==> config.mk <==
export PLATFORM = sky130hd
export DESIGN_NAME = bitmap_page_allocator
export DESIGN_NICKNAME = d
export VERILOG_FILES = /design/src/hdl/bpa_pkg.sv /design/src/hdl/bpa_ram.sv /design/src/hdl/bitmap_page_allocator.sv
export SDC_FILE = /design/constraint.sdc
export NUM_CORES = 2
export LEC_CHECK = 0
export BUFFER_PORTS_ARGS = -buffer_cell sky130_fd_sc_hd__buf_2
export CAP_MARGIN = 5
export CELL_PAD_IN_SITES_DETAIL_PLACEMENT = 0
export CELL_PAD_IN_SITES_GLOBAL_PLACEMENT = 1
export CORE_MARGIN = 2
export CORE_UTILIZATION = 26
export DETAILED_ROUTE_END_ITERATION = 8
export PLACE_DENSITY_LB_ADDON = 0.1
export SYNTH_ARGS = -nofsm -noshare
export SYNTH_HDL_FRONTEND = slang
export SYNTH_SLANG_ARGS = --single-unit
==> constraint.sdc <==
create_clock -name clk -period 8 [get_ports clk]
set_clock_uncertainty 0.1 [all_clocks]
set_input_delay 1.2 -clock clk [delete_from_list [all_inputs] [get_ports clk]]
set_output_delay 1.2 -clock clk [all_outputs]
set_load 0.03 [all_outputs]
==> src/hdl/bpa_pkg.sv <==
// Shared types, codes and default sizes for the bitmap page allocator.
// No dependencies; used by bitmap_page_allocator.
`default_nettype none

package bpa_pkg;

	// fixed field widths
	localparam int ADDR_W   = 48;
	localparam int REQ_CNT_W = 11;

	// default sizing
	localparam int NUM_PAGES_DEF  = 1024;
	localparam int PAGE_SHIFT_DEF = 12;
	localparam int WORD_BITS_DEF  = 64;

	// request operation codes
	localparam logic FN_ALLOC = 1'b0;
	localparam logic FN_FREE  = 1'b1;

	// response status codes
	localparam logic [1:0] ST_DONE    = 2'd0;
	localparam logic [1:0] ST_NOSPACE = 2'd1;
	localparam logic [1:0] ST_INVALID = 2'd2;

	// configuration register indexes
	localparam logic REG_REGION_BASE = 1'b0;

	typedef struct packed {
		logic                 func;
		logic [REQ_CNT_W-1:0] page_count;
		logic [ADDR_W-1:0]    free_address;
	} req_t;

	typedef struct packed {
		logic [1:0]        status;
		logic [ADDR_W-1:0] page_address;
	} rsp_t;

endpackage

`default_nettype wire

==> src/hdl/bpa_ram.sv <==
// Single-port RAM with registered read data.
// No dependencies; holds the used-page bitmap words.
`default_nettype none

module bpa_ram #(
	parameter int WIDTH = 8,
	parameter int DEPTH = 16,
	localparam int AW = (DEPTH > 1) ? $clog2(DEPTH) : 1
) (
	input  wire logic             clk,
	input  wire logic [AW-1:0]    addr,
	input  wire logic             we,
	input  wire logic [WIDTH-1:0] wdata,
	output logic      [WIDTH-1:0] rdata
);

	logic [WIDTH-1:0] mem [DEPTH];
	logic [WIDTH-1:0] rdata_q;

	// write port and registered read
	always_ff @(posedge clk) begin
		if (we) begin
			mem[addr] <= wdata;
		end
		rdata_q <= mem[addr];
	end

	assign rdata = rdata_q;

endmodule

`default_nettype wire

==> src/hdl/bitmap_page_allocator.sv <==
// First-fit page allocator over a used-page bitmap kept in one RAM.
// Allocate scans the bitmap word by word (free or full words skip in one step, mixed words
// are scanned bit by bit), then marks the found run word by word with read-modify-write.
// Free clears its run word by word; a request refused on its count goes straight to the response.
// One request at a time; the shared bit scanner and RAM port set the rate.
// Reset: async active low; a clearing pass then writes MAP_WORDS zero words before ready.
`default_nettype none

module bitmap_page_allocator #(
	parameter int NUM_PAGES  = bpa_pkg::NUM_PAGES_DEF,
	parameter int PAGE_SHIFT = bpa_pkg::PAGE_SHIFT_DEF,
	parameter int WORD_BITS  = bpa_pkg::WORD_BITS_DEF
) (
	input  wire logic         clk,
	input  wire logic         arst_n,
	// request channel
	input  wire logic         req_valid,
	output logic              req_ready,
	input  wire bpa_pkg::req_t req,
	// response channel
	output logic              rsp_valid,
	input  wire logic         rsp_ready,
	output bpa_pkg::rsp_t     rsp,
	// configuration port
	input  wire logic         psel,
	input  wire logic         penable,
	input  wire logic         pwrite,
	input  wire logic [3:0]   paddr,
	input  wire logic [63:0]  pwdata,
	output logic      [63:0]  prdata,
	output logic              pready
);

	import bpa_pkg::*;

	localparam int MAP_WORDS = (NUM_PAGES + WORD_BITS - 1) / WORD_BITS;
	localparam int AW        = (MAP_WORDS > 1) ? $clog2(MAP_WORDS) : 1;
	// WORD_BITS is a power of two: a page index splits into word (high) and bit (low)
	localparam int BW        = $clog2(WORD_BITS);
	localparam int PIDX_W    = $clog2(NUM_PAGES + 1);
	localparam int CNT_W     = (PIDX_W > REQ_CNT_W) ? PIDX_W : REQ_CNT_W;
	localparam int IDX_W     = ADDR_W - PAGE_SHIFT;

	// sequencer states
	localparam logic [3:0] S_CLR   = 4'd0;
	localparam logic [3:0] S_IDLE  = 4'd1;
	localparam logic [3:0] S_CHECK = 4'd2;
	localparam logic [3:0] S_FCHK  = 4'd3;
	localparam logic [3:0] S_FETCH = 4'd5;
	localparam logic [3:0] S_LOAD  = 4'd6;
	localparam logic [3:0] S_SCAN  = 4'd7;
	localparam logic [3:0] S_RD    = 4'd8;
	localparam logic [3:0] S_MOD   = 4'd9;
	localparam logic [3:0] S_ADDR  = 4'd10;
	localparam logic [3:0] S_FIN   = 4'd11;

	logic [3:0]           state_q;
	logic [ADDR_W-1:0]    base_q;
	logic                 func_q;
	logic [CNT_W-1:0]     cnt_q;
	logic [ADDR_W-1:0]    faddr_q;
	logic [ADDR_W-1:0]    diff_q;
	logic [PIDX_W-1:0]    p_q;
	logic [CNT_W-1:0]     run_q;      // free run length while scanning, pages left while marking
	logic [AW-1:0]        w_q;        // word cursor
	logic [BW-1:0]        b_q;        // bit cursor
	logic [AW-1:0]        sw_q;       // start of current free run
	logic [BW-1:0]        sb_q;
	logic [WORD_BITS-1:0] data_q;
	logic [PIDX_W-1:0]    first_q;
	logic [1:0]           status_q;
	logic [ADDR_W-1:0]    paddr_q;
	logic                 rsp_valid_q;
	rsp_t                 rsp_q;

	// RAM port
	logic [AW-1:0]        ram_addr;
	logic                 ram_we;
	logic [WORD_BITS-1:0] ram_wdata;
	logic [WORD_BITS-1:0] ram_rdata;

	bpa_ram #(
		.WIDTH(WORD_BITS),
		.DEPTH(MAP_WORDS)
	) u_map (
		.clk  (clk),
		.addr (ram_addr),
		.we   (ram_we),
		.wdata(ram_wdata),
		.rdata(ram_rdata)
	);

	// configuration register
	logic cfg_wr;
	assign cfg_wr = psel && penable && pwrite && pready;
	assign pready = 1'b1;

	always_comb begin
		prdata = '0;
		if (paddr[3] == REG_REGION_BASE) begin
			prdata = {{(64 - ADDR_W){1'b0}}, base_q};
		end
	end

	always_ff @(posedge clk or negedge arst_n) begin
		if (!arst_n) begin
			base_q <= '0;
		end else if (cfg_wr && paddr[3] == REG_REGION_BASE) begin
			base_q <= pwdata[ADDR_W-1:0];
		end
	end

	// handshakes
	assign req_ready = (state_q == S_IDLE);
	assign rsp_valid = rsp_valid_q;
	assign rsp       = rsp_q;

	// response register takes a new word when it is empty or being drained
	logic rsp_load;
	assign rsp_load = (state_q == S_FIN) && (!rsp_valid_q || rsp_ready);

	// read-modify-write mask for the marking and clearing passes
	logic [CNT_W:0]       mask_hi;
	logic [WORD_BITS-1:0] mask;
	logic [CNT_W-1:0]     room;
	always_comb begin
		mask_hi = (CNT_W+1)'(b_q) + (CNT_W+1)'(run_q);
		for (int j = 0; j < WORD_BITS; j++) begin
			mask[j] = (BW'(j) >= b_q) && ((CNT_W+1)'(j) < mask_hi);
		end
		room = CNT_W'(WORD_BITS) - CNT_W'(b_q);
	end

	// scan and free-check helpers
	logic [ADDR_W-1:0] aligned;
	logic [IDX_W-1:0]  idx;
	logic [IDX_W-1:0]  limit;
	logic              full_word;
	logic              cur_bit;
	logic              last_bit;
	always_comb begin
		aligned   = faddr_q & ~ADDR_W'((64'd1 << PAGE_SHIFT) - 64'd1);
		idx       = diff_q[ADDR_W-1:PAGE_SHIFT];
		limit     = IDX_W'(CNT_W'(NUM_PAGES) - cnt_q);
		full_word = ((PIDX_W+1)'(p_q) + (PIDX_W+1)'(WORD_BITS)) <= (PIDX_W+1)'(NUM_PAGES);
		cur_bit   = data_q[b_q];
		last_bit  = (b_q == BW'(WORD_BITS - 1)) || (p_q + PIDX_W'(1) == PIDX_W'(NUM_PAGES));
	end

	// RAM access per state
	always_comb begin
		ram_addr  = w_q;
		ram_we    = 1'b0;
		ram_wdata = '0;
		case (state_q)
			S_CLR: begin
				ram_we = 1'b1;
			end
			S_MOD: begin
				ram_we    = 1'b1;
				ram_wdata = (func_q == FN_ALLOC) ? (ram_rdata | mask) : (ram_rdata & ~mask);
			end
			default: begin
				ram_we = 1'b0;
			end
		endcase
	end

	// sequencer
	always_ff @(posedge clk or negedge arst_n) begin
		if (!arst_n) begin
			state_q     <= S_CLR;
			w_q         <= '0;
			rsp_valid_q <= 1'b0;
		end else begin
			if (rsp_load) begin
				rsp_valid_q <= 1'b1;
			end else if (rsp_valid_q && rsp_ready) begin
				rsp_valid_q <= 1'b0;
			end
			case (state_q)
				// zero the bitmap after reset
				S_CLR: begin
					w_q <= w_q + AW'(1);
					if (w_q == AW'(MAP_WORDS - 1)) begin
						state_q <= S_IDLE;
					end
				end
				S_IDLE: begin
					if (req_valid) begin
						func_q  <= req.func;
						cnt_q   <= CNT_W'(req.page_count);
						faddr_q <= req.free_address;
						state_q <= S_CHECK;
					end
				end
				// range checks, then either scan or start the free path
				S_CHECK: begin
					paddr_q <= '0;
					if (cnt_q == '0 || cnt_q > CNT_W'(NUM_PAGES)) begin
						status_q <= ST_INVALID;
						state_q  <= S_FIN;
					end else if (func_q == FN_ALLOC) begin
						p_q     <= '0;
						run_q   <= '0;
						w_q     <= '0;
						b_q     <= '0;
						sw_q    <= '0;
						sb_q    <= '0;
						state_q <= S_FETCH;
					end else if (aligned < base_q) begin
						status_q <= ST_INVALID;
						state_q  <= S_FIN;
					end else begin
						diff_q  <= aligned - base_q;
						state_q <= S_FCHK;
					end
				end
				// end check, then page index to word and bit
				S_FCHK: begin
					if (idx > limit) begin
						status_q <= ST_INVALID;
						state_q  <= S_FIN;
					end else begin
						w_q     <= idx[AW+BW-1:BW];
						b_q     <= idx[BW-1:0];
						run_q   <= cnt_q;
						state_q <= S_RD;
					end
				end
				S_FETCH: begin
					if (p_q == PIDX_W'(NUM_PAGES)) begin
						status_q <= ST_NOSPACE;
						state_q  <= S_FIN;
					end else begin
						state_q <= S_LOAD;
					end
				end
				// whole-word fast paths, else bit scan (bit cursor is zero here)
				S_LOAD: begin
					data_q <= ram_rdata;
					if (full_word && ram_rdata == '0) begin
						if ((CNT_W+1)'(run_q) + (CNT_W+1)'(WORD_BITS) >= (CNT_W+1)'(cnt_q)) begin
							first_q <= p_q - PIDX_W'(run_q);
							w_q     <= sw_q;
							b_q     <= sb_q;
							run_q   <= cnt_q;
							state_q <= S_RD;
						end else begin
							run_q   <= run_q + CNT_W'(WORD_BITS);
							p_q     <= p_q + PIDX_W'(WORD_BITS);
							w_q     <= w_q + AW'(1);
							state_q <= S_FETCH;
						end
					end else if (full_word && (&ram_rdata)) begin
						run_q   <= '0;
						p_q     <= p_q + PIDX_W'(WORD_BITS);
						w_q     <= w_q + AW'(1);
						sw_q    <= w_q + AW'(1);
						sb_q    <= '0;
						state_q <= S_FETCH;
					end else begin
						state_q <= S_SCAN;
					end
				end
				S_SCAN: begin
					if (!cur_bit && run_q + CNT_W'(1) == cnt_q) begin
						first_q <= p_q + PIDX_W'(1) - PIDX_W'(cnt_q);
						w_q     <= sw_q;
						b_q     <= sb_q;
						run_q   <= cnt_q;
						state_q <= S_RD;
					end else begin
						if (cur_bit) begin
							run_q <= '0;
							if (b_q == BW'(WORD_BITS - 1)) begin
								sw_q <= w_q + AW'(1);
								sb_q <= '0;
							end else begin
								sw_q <= w_q;
								sb_q <= b_q + BW'(1);
							end
						end else begin
							run_q <= run_q + CNT_W'(1);
						end
						p_q <= p_q + PIDX_W'(1);
						if (last_bit) begin
							b_q     <= '0;
							w_q     <= w_q + AW'(1);
							state_q <= S_FETCH;
						end else begin
							b_q <= b_q + BW'(1);
						end
					end
				end
				// mark or clear the run word by word: read in S_RD, then write in S_MOD
				S_RD: begin
					state_q <= S_MOD;
				end
				S_MOD: begin
					if (run_q <= room) begin
						if (func_q == FN_ALLOC) begin
							state_q <= S_ADDR;
						end else begin
							status_q <= ST_DONE;
							state_q  <= S_FIN;
						end
					end else begin
						run_q   <= run_q - room;
						w_q     <= w_q + AW'(1);
						b_q     <= '0;
						state_q <= S_RD;
					end
				end
				S_ADDR: begin
					paddr_q  <= base_q + (ADDR_W'(first_q) << PAGE_SHIFT);
					status_q <= ST_DONE;
					state_q  <= S_FIN;
				end
				// hand the word to the response register once it is free
				S_FIN: begin
					if (rsp_load) begin
						rsp_q.status       <= status_q;
						rsp_q.page_address <= paddr_q;
						state_q            <= S_IDLE;
					end
				end
				default: begin
					state_q <= S_IDLE;
				end
			endcase
		end
	end

`ifndef ASSERT_OFF
	// only a successful allocation carries an address
	a_addr_zero: assert property (@(posedge clk) disable iff (!arst_n)
		(rsp_valid && rsp.status != ST_DONE) |-> (rsp.page_address == '0))
		else $error("failed response carries a nonzero address");

	// the scan stops as soon as a run reaches the requested count
	a_run_bound: assert property (@(posedge clk) disable iff (!arst_n)
		(state_q == S_SCAN || state_q == S_LOAD || state_q == S_FETCH) |-> (run_q < cnt_q))
		else $error("free run reached count without ending the scan");

	// a new response word follows only the finishing state
	a_rsp_src: assert property (@(posedge clk) disable iff (!arst_n)
		$rose(rsp_valid_q) |-> ($past(state_q) == S_FIN))
		else $error("response raised outside the finishing state");
`endif

endmodule

`default_nettype wire
### After elaboration in Yosys (flattened, before gate mapping)

Memory sizes are Yosys's and may differ from the RTL's. A register that Yosys moved wholly into a read port is not among the register bits.
Cells that the tools add are included.

* register bits after elaboration: 378
* output and inout bits: 117
* memories: 1
* bits in writable memories: 1024
* input port bits: 135

Memory list
* u_map.mem: depth 16, width 64, rd ports 1, clocked after Yosys merged registers in 1, write ports 1, line bpa_ram.sv:17 `logic [WIDTH-1:0] mem [DEPTH];`

* magnitude comparators: 135
* equality and inequality tests: 38
* $add $sub $neg: 16
* muxes and demuxes: 84
* reduce and logical (&&, ||, !) cells: 102
* bitwise logic cells: 6

Operators by type and width (number)
* $lt 6x12->1 const A: 32
* $ge 6x6->1 const A: 32
* $lt 5x12->1 const A: 16
* $mux 11: 16
* $mux 64: 2
* $mux 4: 25
* $ge 5x6->1 const A: 16
* $lt 4x12->1 const A: 8
* $pmux 48 s2: 1
* $mux 6: 13
* $logic_and 1x1->1: 72
* $and 64x64->64: 1
* $logic_not 64->1: 1
* $not 64->64: 1
* $or 64x64->64: 1
* $reduce_and 64->1: 1
* $pmux 11 s5: 1
* $add 48x23->48: 1
* $ge 4x6->1 const A: 8
* $lt 3x12->1 const A: 4
* $lt 48x48->1: 1
* $mux 48: 1
* $sub 48x48->48: 1
* $pmux 4 s11: 1
* 55 further kinds: 125

### Depth between registers and ports, before layout

* depth after elaboration: 7
* depth in mapped cells: 19
* depth with buffers taken out: 16

### Hierarchy

From an unflattened synthesis, not the netlist that was laid out.

* cell total of the unflattened synthesis: 3758
* area, all modules: 61610.3 um2

Modules (own cells, without submodules)
* bpa_ram: seq. area each 32030.7 um2, instances 1, area an instance 39517.9 um2, cells an instance 1648
* bitmap_page_allocator: seq. area each 10344.9 um2, instances 1, area an instance 22092.4 um2, cells an instance 2110

### Worst setup path after synthesis

OpenSTA, ideal clock, no wires.

* path type: input-to-reg
* start: in arst_n
* end: reg data_q[0], enable pin
* data required time: 7322 ps
* cell stages on the path: 1
* slack: 1491 ps
* setup time: 578 ps
* data arrival time: 5831 ps
* cell sequence: nor3b_1

* longest elaborated chain between the ends: 1

Ends and longest elaborated chain
* from (decl): line bitmap_page_allocator.sv:15 `input wire logic arst_n,`
* $reduce_and 2->1 (no line)
* to (signal assigned): line bitmap_page_allocator.sv:241 `data_q <= ram_rdata;`
* to (decl): line bitmap_page_allocator.sv:69 `logic [WORD_BITS-1:0] data_q;`

Every way passes these cells.
A chain may end at the register's enable or synchronous reset.

### Worst setup path in the final report

* start: reg run_q[0]
* end: mem u_map.mem[10][4] (netlist name), data pin

* longest elaborated chain between the ends: 7
* elaborated cells on any way between the ends: 8
* those cells by class: add/sub: 1; order compare: 1; mux: 2; bitwise: 3; reduce/logical: 1

Ends and longest elaborated chain
* from (decl): line bitmap_page_allocator.sv:64 `logic [CNT_W-1:0] run_q;`
* from (signal assigned): line bitmap_page_allocator.sv:227 `run_q <= cnt_q;`
* from (signal assigned): line bitmap_page_allocator.sv:247 `run_q <= cnt_q;`
* from (signal assigned): line bitmap_page_allocator.sv:250 `run_q <= run_q + CNT_W'(WORD_BITS);`
* $add 6x11->12 *: line bitmap_page_allocator.sv:127 `mask_hi = (CNT_W+1)'(b_q) + (CNT_W+1)'(run_q);`
* $lt 3x12->1 *: line bitmap_page_allocator.sv:129 `mask[j] = (BW'(j) >= b_q) && ((CNT_W+1)'(j) < mask_hi);`
* $logic_and 1x1->1 *: line bitmap_page_allocator.sv:129
* $not 64->64: line bitmap_page_allocator.sv:161 `ram_wdata = (func_q == FN_ALLOC) ? (ram_rdata | mask) : (ram_rdata & ~mask);`
* $and 64x64->64: line bitmap_page_allocator.sv:161
* $mux 64 *: line bitmap_page_allocator.sv:161
* $mux 64 *: line bitmap_page_allocator.sv:155 `case (state_q)`
* named net ram_wdata[4]: line bitmap_page_allocator.sv:79 `logic [WORD_BITS-1:0] ram_wdata;`
* to (decl): line bpa_ram.sv:17

Mark *: on every way through the listed nets, which the timed path passes. The rest lies on a longest branch.

==> flow_summary.json <==
{
  "cpPeakStageDelay_ps": 1030,
  "grt_overflow_total": 0,
  "routabilityCongestion": 0.803,
  "synth-seq-cells": 1442,
  "clk_latency_ps": 810,
  "grtUsageMet2": 0.256,
  "num_vias": 33800,
  "synth_top_family_by_area": "multiplexers",
  "yosys.area_share.simple": 0.0550,
  "hpwl_um": 116000,
  "met3_usage": 0.0266,
  "timing.rr.start": "run_q[0]",
  "finalMaxSlewViolations": 0,
  "pin_count": 252,
  "drive_gt1_frac": 0.242,
  "grt_pass1_vias": 35400,
  "synthCells": 3597,
  "cts.clk_slew.worst_paths_ps": 60,
  "first_pass_iters": 5,
  "row_count": 178,
  "coreArea_mm2": 0.236,
  "cts.sinks": 1442,
  "dp.cells": 6872,
  "status": "complete, no violations",
  "ys_types": 84,
  "layout.nets": 4182,
  "antenna_found_initial": 19,
  "grt_pass1_wl_um": 275000,
  "avgSynthCellArea_um2": 17.2,
  "die_area_mm2": 0.241,
  "tritoncts": "yes",
  "syn_area_mm2": 0.0617,
  "ctsLongestPathBuffers": 3,
  "endpoint_kind": "register",
  "synth_adder_area_share": 0.0304,
  "crit_path_max_fanout": 18,
  "cts_resized": 0,
  "final_cells": 7195,
  "synthMuxAreaShare": 0.142,
  "crit_type": "register to register",
  "worst-path-buf-inv": 2,
  "synth_xor_area_frac": 0.0191,
  "antenna_left": 0,
  "fin_area_mm2": 0.0724,
  "drc": 0,
  "syn_to_final_growth_pct": 17.4,
  "start_util": 0.262,
  "vdd_drop_max_mv": 0.242,
  "drv_cap": 0,
  "clockRootBuffer": "clkbuf_16",
  "cts_setup_buffers": 0,
  "use_met1": 0.220,
  "vias_per_cell": 4.70,
  "port_buffers": 203,
  "synth-seq-area-share": 0.687,
  "die_height_um": 491,
  "worstRegToRegCells": 13,
  "dpl-instance-area_mm2": 0.0669,
  "first_iter_violations": 2335,
  "layout_min_cycle_time_ps": 6280,
  "grt_start_max_net_pins": 120,
  "synth_edf_count": 1321,
  "clock.fmax_ghz": 0.159,
  "synth_compound_area_frac": 0.0480,
  "ys.flop_type": "edfxtp_1",
  "crit_slowest_cell": "mux2i_1",
  "hold_path.class": "primary input to async pin",
  "path_delay_family": "compound AO/OA/AOI/OAI gates",
  "worst_pin_slew_ps": 1290,
  "power.leakage_uw": 0.0244,
  "max_slew_margin": 0.113,
  "grt-busiest-layer": "met2",
  "r2r_slack_ps": 1720,
  "p_per_area_mw_per_mm2": 372,
  "cts-htree-levels": 4,
  "fill_cells": 23300,
  "reg2reg_to": "u_map.mem[10][4]",
  "grt_usage": 0.158,
  "crit_path_start": "run_q[0]",
  "synthArstFlopShare": 0.0395,
  "hold_violations": 0,
  "yosysWarningCount": 0,
  "routedWlPerCell_um": 26.8,
  "cts_buffers": 170,
  "critPathRequiredTime_ps": 8320,
  "rsz0062_at_grt": "false",
  "setup_viol": 0,
  "setup_tns_ps": 0,
  "crit_path_start_kind": "register",
  "crit_path_cell_trace": "ha_1 -> fa_1 -> a21o_1 -> a21oi_1 -> nor2b_1 -> o2111ai_1 -> mux2i_1 -> o21ai_2 -> buf_4 -> nor3_1 -> buf_4 -> a211oi_1 -> mux2i_1",
  "die_w_um": 491,
  "critPathArrivalTime_ps": 6600,
  "period_share": 0.785,
  "ctsHoldBuffers": 0,
  "drt-total-wl_um": 193000,
  "total_power_uw": 26900
}
[synth_stat cells (7+ instances only)]
cell	n	area share
buf_4	20	0.0024
o22ai_1	10	0.0010
nor3_1	41	0.0033
o31ai_1	7	0.00085
a221oi_1	22	0.0031
nor3b_1	8	0.00097
buf_2	9	0.00073
o21bai_1	8	0.00097
a22oi_1	9	0.0011
mux4_2	330	0.12
nand2b_1	29	0.0029
nand3_1	54	0.0044
a221o_1	9	0.0015
mux2i_1	72	0.012
or2_2	8	0.00081
nor4_1	32	0.0032
or3_1	24	0.0024
a31oi_1	13	0.0013
and3_1	37	0.0038
nor2b_1	39	0.0040
edfxtp_1	1321	0.64
and4_1	7	0.00099
dfrtp_1	57	0.023
nand4_1	38	0.0039
ha_1	142	0.029
a211oi_1	21	0.0026
o211ai_1	17	0.0021
inv_1	105	0.0064
nand2_1	166	0.010
dfxtp_1	64	0.021
and2_1	13	0.0013
buf_1	23	0.0014
nor2_1	178	0.011
xnor2_1	85	0.012
a21o_1	38	0.0046
xor2_1	45	0.0064
clkbuf_1	129	0.0078
a21oi_1	124	0.010
o21a_1	15	0.0018
mux2_2	52	0.0095
o21ai_0	69	0.0056
o21ai_1	12	0.00097
[placed cells by master, fill, tap and decap left out, drive strengths merged, types with 39 or more instances in the layout]
cell type and instances:
mux4 330, nand2 166, nor2b 39, nor3 41, nand3 54, clkbuf 237
ha 142, mux2 52, dfxtp 64, clkinv 53, a21oi 125, edfxtp 1321
mux2i 72, inv 114, o21ai 81, xnor2 86, buf 298, nor2 178
xor2 45, dfrtp 57
[per-stage QoR]
stage	setup WS [ps]	hold slack [ps]	util
after floorplan	1490	300	-
after global placement	1790	301	0.284
after CTS	1760	174	0.307
final	1720	233	0.307
after global routing	1280	200	0.307
after detailed placement	1770	305	0.284
[report_power, final]
part           internal (µW)  switching, µW  total, µW  leakage [µW]
registers              10400            906      11300        0.0134
clock network           4390           3210       7600       0.00264
logic                   3030           5030       8060       0.00842
total                  17800           9150      26900        0.0244
[metal layers]
layer | part of all wire | wire length (µm) | up-vias
met4 | 0.019 | 3760 | 14
met2 | 0.47 | 90900 | 739
li1 | - | - | 15000
met5 | 0.00052 | 100 | -
met3 | 0.042 | 8120 | 233
met1 | 0.47 | 89800 | 17900
[layout make-up]
type                       count  area [µm²]  share of cell area
antenna                        3        7.51            0.000104
clock inverter                77         701             0.00967
timing repair buffer         298        1840              0.0255
inverter                     107         407             0.00561
sequential                  1442       42400               0.585
tap                         3150        3940              0.0544
multi-input combinational   1881       18400               0.254
clock buffer                 237        4750              0.0656
[worst register-to-register path, cell delays in order (launching register included)]
cell and delay (ps):
edfxtp_1 570, ha_1 320, fa_1 400, a21o_1 180, a21oi_1 380, nor2b_1 140, o2111ai_1 200, mux2i_1 110
o21ai_2 800, buf_4 370, nor3_1 80, buf_4 210, a211oi_1 990, mux2i_1 1030
[registers in the layout, indices dropped and copies added, names as in the netlist, 11 cells and up]
signal,flops
u_map.mem,1024
data_q,64
u_map.rdata,64
rsp,50
base_q,48
paddr_q,48
diff_q,36
faddr_q,36
cnt_q,11
first_q,11
p_q,11
run_q,11
[cell families after synthesis]
family / after synthesis
flip-flops: 1442
other: 2
AO/OA/AOI/OAI: 443
buffers and inverters: 289
AND/OR/NAND/NOR: 688
adder cells (fa/ha/maj): 147
multiplexers: 454
XOR/XNOR: 132
[worst max path at each step]
stage,end,cells past startpoint
2_1_floorplan,data_q[0],1
3_3_place_gp,u_map.mem[10][44],13
3_5_place_dp,u_map.mem[11][44],13
4_1_cts,u_map.mem[10][44],13
5_1_grt,u_map.mem[1][4],13
6_report,u_map.mem[10][4],13
No activity file was read; power rests on OpenSTA's default activity.
